<file path="src/rtl/core/mtap_pkg.sv">
`timescale 1ns / 1ps
// Shared types, constants and control word layout for the all-pairs path engine.
package mtap_pkg;

    localparam int MAX_CITIES_DEF = 64;
    localparam int COORD_BITS_DEF = 12;

    localparam int INDEX_W    = 6;
    localparam int CNT_W      = 7;
    localparam int COST_W     = 12;
    localparam int DIST_W     = 13;
    localparam int CFG_DATA_W = 12;
    localparam int CFG_IDX_W  = 1;

    localparam logic [DIST_W-1:0] DIST_MAX       = 13'h1FFF;
    localparam logic [CNT_W-1:0]  CITY_COUNT_RST = 7'd64;
    localparam logic [COST_W-1:0] TELEPORT_RST   = 12'd0;

    localparam logic [CFG_IDX_W-1:0] CFG_CITY_COUNT    = 1'b0;
    localparam logic [CFG_IDX_W-1:0] CFG_TELEPORT_COST = 1'b1;

    typedef enum logic [1:0] {
        ACT_LOAD    = 2'd0,
        ACT_COMPUTE = 2'd1,
        ACT_QUERY   = 2'd2
    } t_action;

    typedef enum logic [1:0] {
        DSEL_IK,
        DSEL_KJ,
        DSEL_QUERY
    } t_dsel;

    typedef enum logic [2:0] {
        DOP_NONE,
        DOP_ACCEPT,
        DOP_EDGE_DIFF,
        DOP_EDGE_WRITE,
        DOP_LATCH_DIK,
        DOP_RELAX,
        DOP_QUERY_OUT
    } t_dop;

    typedef enum logic [1:0] {
        CNT_HOLD,
        CNT_CLEAR,
        CNT_STEP_IJ,
        CNT_STEP_KIJ
    } t_cnt;

    typedef struct packed {
        t_dsel dsel;
        t_dop  op;
        t_cnt  cnt;
    } t_dctl;

    typedef struct packed {
        logic j_last;
        logic ij_last;
        logic ik_zero;
        logic out_free;
        logic n_zero;
    } t_dstat;

endpackage

</file>
<file path="src/rtl/core/mtap_sequencer.sv">
`timescale 1ns / 1ps
// Microcode sequencer: step counter, control store and jump logic.
module mtap_sequencer (
    input  logic               i_clk,
    input  logic               i_rst_n,
    input  logic               i_accept,
    input  logic [1:0]         i_action,
    input  mtap_pkg::t_dstat   i_stat,
    output logic               o_busy,
    output mtap_pkg::t_dctl    o_ctl
);

    localparam int STEP_W = 4;

    typedef enum logic [STEP_W-1:0] {
        ST_IDLE,
        ST_EI_RD,
        ST_EI_DIFF,
        ST_EI_WR,
        ST_FW_RD_IK,
        ST_FW_LATCH,
        ST_FW_RD,
        ST_FW_RELAX,
        ST_FW_ROW,
        ST_FW_DONE,
        ST_Q_RD,
        ST_Q_OUT
    } t_step;

    typedef enum logic [2:0] {
        COND_NEXT,
        COND_ALWAYS,
        COND_NOT_IJ_LAST,
        COND_NOT_J_LAST,
        COND_NOT_IK_ZERO,
        COND_OUT_FREE,
        COND_DISPATCH
    } t_cond;

    typedef struct packed {
        t_cond           cond;
        logic            stay;
        t_step           target;
        mtap_pkg::t_dctl dctl;
    } t_uword;

    t_step  r_pc;
    t_step  n_pc;
    t_uword w;
    t_step  dispatch_pc;
    logic   jump;

    always_comb begin
        w = '{cond: COND_NEXT, stay: 1'b0, target: ST_IDLE,
              dctl: '{dsel: mtap_pkg::DSEL_IK, op: mtap_pkg::DOP_NONE,
                      cnt: mtap_pkg::CNT_HOLD}};
        unique case (r_pc)
            ST_IDLE: begin
                w.cond     = COND_DISPATCH;
                w.dctl.op  = mtap_pkg::DOP_ACCEPT;
                w.dctl.cnt = mtap_pkg::CNT_CLEAR;
            end
            ST_EI_RD: begin
                w.cond = COND_NEXT;
            end
            ST_EI_DIFF: begin
                w.dctl.op = mtap_pkg::DOP_EDGE_DIFF;
            end
            ST_EI_WR: begin
                w.cond     = COND_NOT_IJ_LAST;
                w.target   = ST_EI_RD;
                w.dctl.op  = mtap_pkg::DOP_EDGE_WRITE;
                w.dctl.cnt = mtap_pkg::CNT_STEP_IJ;
            end
            ST_FW_RD_IK: begin
                w.dctl.dsel = mtap_pkg::DSEL_IK;
            end
            ST_FW_LATCH: begin
                w.dctl.op = mtap_pkg::DOP_LATCH_DIK;
            end
            ST_FW_RD: begin
                w.dctl.dsel = mtap_pkg::DSEL_KJ;
            end
            ST_FW_RELAX: begin
                w.cond     = COND_NOT_J_LAST;
                w.target   = ST_FW_RD;
                w.dctl.op  = mtap_pkg::DOP_RELAX;
                w.dctl.cnt = mtap_pkg::CNT_STEP_KIJ;
            end
            ST_FW_ROW: begin
                w.cond   = COND_NOT_IK_ZERO;
                w.target = ST_FW_RD_IK;
            end
            ST_FW_DONE: begin
                w.cond   = COND_ALWAYS;
                w.target = ST_IDLE;
            end
            ST_Q_RD: begin
                w.dctl.dsel = mtap_pkg::DSEL_QUERY;
            end
            ST_Q_OUT: begin
                w.cond      = COND_OUT_FREE;
                w.stay      = 1'b1;
                w.target    = ST_IDLE;
                w.dctl.dsel = mtap_pkg::DSEL_QUERY;
                w.dctl.op   = mtap_pkg::DOP_QUERY_OUT;
            end
            default: begin
                w.cond   = COND_ALWAYS;
                w.target = ST_IDLE;
            end
        endcase
    end

    always_comb begin
        priority if (!i_accept) begin
            dispatch_pc = ST_IDLE;
        end else if (mtap_pkg::t_action'(i_action) == mtap_pkg::ACT_COMPUTE
                     && !i_stat.n_zero) begin
            dispatch_pc = ST_EI_RD;
        end else if (mtap_pkg::t_action'(i_action) == mtap_pkg::ACT_QUERY) begin
            dispatch_pc = ST_Q_RD;
        end else begin
            dispatch_pc = ST_IDLE;
        end
    end

    always_comb begin
        unique case (w.cond)
            COND_NEXT:        jump = 1'b0;
            COND_ALWAYS:      jump = 1'b1;
            COND_NOT_IJ_LAST: jump = !i_stat.ij_last;
            COND_NOT_J_LAST:  jump = !i_stat.j_last;
            COND_NOT_IK_ZERO: jump = !i_stat.ik_zero;
            COND_OUT_FREE:    jump = i_stat.out_free;
            default:          jump = 1'b0;
        endcase
    end

    always_comb begin
        priority if (w.cond == COND_DISPATCH) begin
            n_pc = dispatch_pc;
        end else if (jump) begin
            n_pc = w.target;
        end else if (w.stay) begin
            n_pc = r_pc;
        end else begin
            n_pc = t_step'(STEP_W'(r_pc) + STEP_W'(1));
        end
    end

    always_ff @(posedge i_clk) begin
        if (!i_rst_n) begin
            r_pc <= ST_IDLE;
        end else begin
            r_pc <= n_pc;
        end
    end

    assign o_busy = (r_pc != ST_IDLE);
    assign o_ctl  = w.dctl;

endmodule

</file>
<file path="config.mk">
export PLATFORM = sky130hd
export DESIGN_NAME = mtap_sequencer
export DESIGN_NICKNAME = d
export VERILOG_FILES = /design/src/rtl/core/mtap_pkg.sv /design/src/rtl/core/mtap_sequencer.sv
export SDC_FILE = /design/constraint.sdc
export NUM_CORES = 1
export LEC_CHECK = 0
export BUFFER_PORTS_ARGS = -buffer_cell sky130_fd_sc_hd__buf_4
export CAP_MARGIN = 30
export CORE_AREA = 2 2 39 41
export DETAILED_ROUTE_END_ITERATION = 6
export DIE_AREA = 0 0 41 43
export PLACE_DENSITY_LB_ADDON = 0.12
export SLEW_MARGIN = 25
export SYNTH_ARGS = -nofsm -noshare
export SYNTH_HDL_FRONTEND = slang
export SYNTH_SLANG_ARGS = --single-unit
</file>
<file path="constraint.sdc">
create_clock -name i_clk -period 2.5 [get_ports i_clk]
set_input_delay 0.375 -clock i_clk [delete_from_list [all_inputs] [get_ports i_clk]]
set_output_delay 0.375 -clock i_clk [all_outputs]
set_load 0.02 [all_outputs]
</file>
==> impl_metrics.tcl, run 1 <==
set metrics [dict create \
    drive_gt1_share_pct 25.8 \
    first_pass_iters 4 \
    start_kind "register" \
    crit_required_ns 2.12 \
    p_leak_nw 0.340 \
    fin_crit_ns 2.17 \
    wl_met1_um 569 \
    finalSetupViolCount 0 \
    grt_pass1_wl_mm 2.06 \
    drt_iter0_markers 6 \
    drtAntennaViolNets 0 \
    wl_per_cell_um 11.4 \
    relSlewSlack_pct 69.2 \
    async_reset_ff_share_pct 0 \
    maxCapViolCount 0 \
    crit_family "simple AND/OR/NAND/NOR gates" \
    cpMaxStageDelayCell "nor2b_1" \
    clk_latency_ns 0.23 \
    path_max_fanout 10 \
    whs_path_depth 2 \
    grt_antenna_before_repair 0 \
    core_um2 1380 \
    wl_met2_um 553 \
    grt_start_max_net_pins 18 \
    antenna_cells 0 \
    dr_wl_met3_um 57 \
    worst_setup_path_end_kind "primary output" \
    drc 0 \
    die_w_um 41 \
    numCtsBuffers 3 \
    ir_drop_mv 0.361 \
    place_hpwl_um 952 \
    cts_setup_buffers 0 \
    grt_pass1_vias 492 \
    via_per_inst 5.26 \
    final_common_cell "buf_4" \
    htree_levels 1 \
    synthCells 72 \
    cts_root_buf "clkbuf_4" \
    timing_worst_slew_pin_value_ns 0.461 \
    final_util_pct 48.2 \
    run_status "complete, no violations" \
    cp_num_buf_inv 1 \
    maxUsedRoutingLayer "met4" \
    cts-resized-gates 0 \
    vias 552 \
    hold_start "i_rst_n" \
    clock_path_buffers 2 \
    fmax_mhz 461 \
    r2r_end "r_pc[2]" \
    start_util_pct 37.8 \
    synthFlopType "dfxtp_1" \
    netlist_area_um2 523 \
    cp_common_cell "nand2_1" \
    area_delta_synth_final_pct 27.5 \
    cpPeakStageDelay_ns 0.42 \
    r2r_cells 7 \
    hold_buffers 0 \
    cp.arrival_ns 1.79 \
    hold_path_end "r_pc[3]" \
    row_count 14 \
    cts_tree "yes" \
    rsz0062_at_grt "false" \
    syn_avg_cell_area_um2 7.26 \
    slew_viol_final 0 \
    setup_ws_ns 0.332 \
    fin_nets 106 \
    synthDistinctLibCells 34 \
    power_density_nw_per_um2 835 \
    yosysWarnings 0 \
    finalCritPeriodShare_pct 86.7 \
    grt_usage_pct 17.2 \
    ys_seq_area_share_pct 15.3 \
    final_cells 105 \
    die_h_um 43 \
    final_cell_area_um2 667 \
    fill_cells 151 \
    place_worst_setup_slack_ns 0.440 \
    path_clk_slew_ns 0.04 \
    synthesis.nets 87 \
    postPlaceCellArea_um2 644 \
    largest_registers "r_pc (4)" \
    ys_ff_latch 4 \
    hold_viol_final 0 \
    ios 18 \
    largest_register_ffs 4 \
    criticalPathCategory "register to primary output" \
    dieArea_um2 1760 \
    top_register "r_pc" \
    portBuffers 17 \
    fin_setup_tns_ns 0 \
    min_path_type "primary input to register" \
    cts.sinks 4 \
    synth_edf_count 0 \
    dp.cells 102 \
    routed_wl_mm 1.19 \
    clock_skew_ns 0.00491 \
    mostFrequentLayoutCells "buf_4, nor2_1, nand2_1" \
    regToRegSetupSlack_ns 0.44 \
    r2r-start "r_pc[0]" \
    worstPathCellList "ha_1 > nor2b_1 > nand2_1 > nand2_1 > buf_4" \
    gp_congestion 0.788 \
    grt-ovfl-total 0 \
]
## per-stage QoR
step	hold slack (ns)	power, W
2_1_floorplan	0.493	0.000373
3_3_place_gp	0.631	0.000482
3_5_place_dp	0.634	0.000481
4_1_cts	0.385	0.000564
5_1_grt	0.409	0.000614
6_report	0.393	0.000557
## synth_stat cells (all sizes together) (2+ instances only)
cell type,n,share of area [%]
inv,5,3.6
nor3,4,3.8
nor2,9,6.5
buf,3,5.0
o21a,2,2.9
a21oi,3,3.6
nor2b,2,2.4
ha,5,12
nand2,7,5.0
dfxtp,4,15
nand3,2,1.9
and3,2,2.6
o311a,2,3.8
o21ai,4,4.5
and3b,3,5.0
## cell type report
class | instances | area (um2) | area share, %
repair buffers | 17 | 128 | 19.1
inverters | 5 | 18.8 | 2.81
flip-flops and latches | 4 | 80.1 | 12.0
well taps | 16 | 20.0 | 3.00
clock buffers | 3 | 22.5 | 3.38
multi-input cells | 60 | 398 | 59.7
## per-layer routing
layer	global-route usage, %	vias up
li1	-	294
met1	24.4	242
met2	23.1	14
met3	1.57	2
met4	12.0	0
met5	0	-
## how the worst max path moves through the flow
| stage | slack, ns | from | depth (start not counted) | end |
|---|---|---|---|---|
| finish | 0.33 | r_pc[1] | 5 | o_ctl[0] |
| floorplan | 0.62 | r_pc[1] | 5 | o_ctl[0] |
| global placement | 0.49 | r_pc[0] | 7 | r_pc[2] |
| global route | 0.05 | r_pc[1] | 5 | o_ctl[0] |
| CTS | 0.31 | r_pc[1] | 5 | o_ctl[0] |
| detailed placement | 0.44 | r_pc[0] | 7 | r_pc[2] |
## cells by family after synthesis
| family | synth area share [%] |
|---|---|
| AO/OA/AOI/OAI | 25.6 |
| XOR/XNOR | 1.67 |
| adder cells (fa/ha/maj) | 12.0 |
| buffers and inverters | 8.61 |
| flip-flops | 15.3 |
| AND/OR/NAND/NOR | 36.8 |
## power by group
group,internal [W],switching [W]
combinational,0.000166,0.000209
sequential,0.0000787,0.0000253
clock,0.0000536,0.0000245
No activity file was read; power rests on OpenSTA's default activity.
==> run 2: changes to the inputs <==
--- a/config.mk
+++ b/config.mk
@@ -5,11 +5,11 @@
 export SDC_FILE = /design/constraint.sdc
 export NUM_CORES = 1
 export LEC_CHECK = 0
-export BUFFER_PORTS_ARGS = -buffer_cell sky130_fd_sc_hd__buf_4
 export CAP_MARGIN = 30
 export CORE_AREA = 2 2 39 41
 export DETAILED_ROUTE_END_ITERATION = 6
 export DIE_AREA = 0 0 41 43
+export DONT_BUFFER_PORTS = 1
 export PLACE_DENSITY_LB_ADDON = 0.12
 export SLEW_MARGIN = 25
 export SYNTH_ARGS = -nofsm -noshare
==> run 2 against run 1 <==
Effect of this change:
- first-iteration DRC count fell by 17%
- final area fell by 18%
- core utilization fell by 8.7 points
- worst setup slack got worse by 0.094 ns
- flip-flop and latch count did not move
- clock skew fell by 0.0018 ns
- power fell by 11%
- critical path depth did not move
- combinational power fell by 17%
- global-route usage fell by 1.8 points
- die area did not move
- hold slack got worse by 0.13 ns
- critical path type unchanged
==> impl_metrics.tcl, run 2 (synthesis results as in run 1) <==
set metrics [dict create \
    dieArea_um2 1760 \
    cts.sinks 4 \
    grt_pass1_wl_mm 1.81 \
    cp_num_buf_inv 2 \
    path_clk_slew_ns 0.04 \
    crit_family "simple AND/OR/NAND/NOR gates" \
    grt_antenna_before_repair 0 \
    cpMaxStageDelayCell "nor3b_1" \
    drtAntennaViolNets 0 \
    power_density_nw_per_um2 902 \
    fill_cells 159 \
    cp.arrival_ns 1.89 \
    dp.cells 86 \
    antenna_cells 0 \
    top_register "r_pc" \
    maxCapViolCount 0 \
    seq_area_um2 80.1 \
    hold_start "i_rst_n" \
    grt_pass1_vias 457 \
    hold_path_end "r_pc[3]" \
    place_hpwl_um 919 \
    hold_viol_final 0 \
    final_common_cell "nor2_1" \
    die_w_um 41 \
    path_max_fanout 7 \
    worst_setup_path_end_kind "primary output" \
    r2r-start "r_pc[0]" \
    htree_levels 1 \
    p_leak_nw 0.261 \
    fin_nets 90 \
    mostFrequentLayoutCells "nor2_1, nand2_1, inv_1, ha_1" \
    row_count 14 \
    multi_input_area_um2 398 \
    cts-resized-gates 0 \
    fin_setup_tns_ns 0 \
    largest_register_ffs 4 \
    drive_gt1_share_pct 9.59 \
    rsz0062_at_grt "false" \
    fmax_mhz 442 \
    postPlaceCellArea_um2 524 \
    start_util_pct 37.8 \
    cpPeakStageDelay_ns 0.44 \
    drc 0 \
    clock_path_buffers 2 \
    largest_registers "r_pc (4)" \
    fin_crit_ns 2.26 \
    hold_slack_ns 0.264 \
    clk_latency_ns 0.23 \
    ios 18 \
    drt_iter0_markers 5 \
    setup_ws_ns 0.238 \
    ir_drop_mv 0.431 \
    run_status "complete, no violations" \
    regToRegSetupSlack_ns 0.48 \
    portBuffers 0 \
    min_path_type "primary input to register" \
    die_h_um 43 \
    cts_setup_buffers 0 \
    r2r_end "r_pc[0]" \
    hold_buffers 0 \
    relSlewSlack_pct 69.4 \
    critPathLaunch "r_pc[0]" \
    worstPathCellList "inv_1 > ha_1 > nor3b_1 > inv_1 > nand2_1" \
    criticalPathCategory "register to primary output" \
    area_delta_synth_final_pct 4.55 \
    routed_wl_mm 1.15 \
    place_worst_setup_slack_ns 0.478 \
    vias 501 \
    slew_viol_final 0 \
    start_kind "register" \
    cp_common_cell "inv_1" \
    cts_root_buf "clkbuf_4" \
    finalSetupViolCount 0 \
    finalCritPeriodShare_pct 90.5 \
    numCtsBuffers 3 \
    timing_worst_slew_pin_value_ns 0.458 \
    grt_start_max_net_pins 18 \
    via_per_inst 5.63 \
    wl_per_cell_um 12.9 \
    r2r_cells 7 \
    clock_skew_ns 0.00308 \
    whs_path_depth 1 \
    grt-ovfl-total 0 \
    first_pass_iters 4 \
    gp_congestion 0.820 \
    cts_tree "yes" \
    final_cells 89 \
    crit_required_ns 2.12 \
    core_um2 1380 \
    grt_usage_pct 15.3 \
    final_cell_area_um2 547 \
]
run 2: per-stage QoR:
step                      power [W]  util (%)
after floorplan            0.000373         -
after global placement     0.000419      37.9
after detailed placement   0.000418      37.9
after CTS                  0.000500      39.5
after global routing       0.000547      39.5
final                      0.000493      39.5
run 2: layout make-up:
| class | instances | area share, % |
|---|---|---|
| timing repair buffer | 1 | 1.37 |
| multi-input combinational | 60 | 72.8 |
| sequential | 4 | 14.6 |
| inverter | 5 | 3.43 |
| clock buffer | 3 | 4.12 |
| tap | 16 | 3.66 |
run 2: how the worst max path moves through the flow:
stage / endpoint / depth (start not counted)
floorplan: o_ctl[0] / 5
global placement: r_pc[0] / 6
detailed placement: r_pc[2] / 7
CTS: o_ctl[0] / 5
global route: o_ctl[0] / 5
finish: o_ctl[0] / 5
run 2: where the power goes:
group	switching, W	internal [W]	leakage, nW
logic	0.000197	0.000114	0.214
registers	0.0000247	0.0000787	0.0327
clock network	0.0000245	0.0000536	0.0138
total	0.000247	0.000247	0.261
run 2: per-layer routing:
layer  wire length [um]  part of all wire, %  vias up  GRT usage [%]
met2                536                   47       12           21.6
met4                  9                 0.78        0           12.0
met5                  0                    0        -              0
met3                 65                  5.6        2           3.66
li1                   -                    -      258              -
met1                539                   47      229           18.9
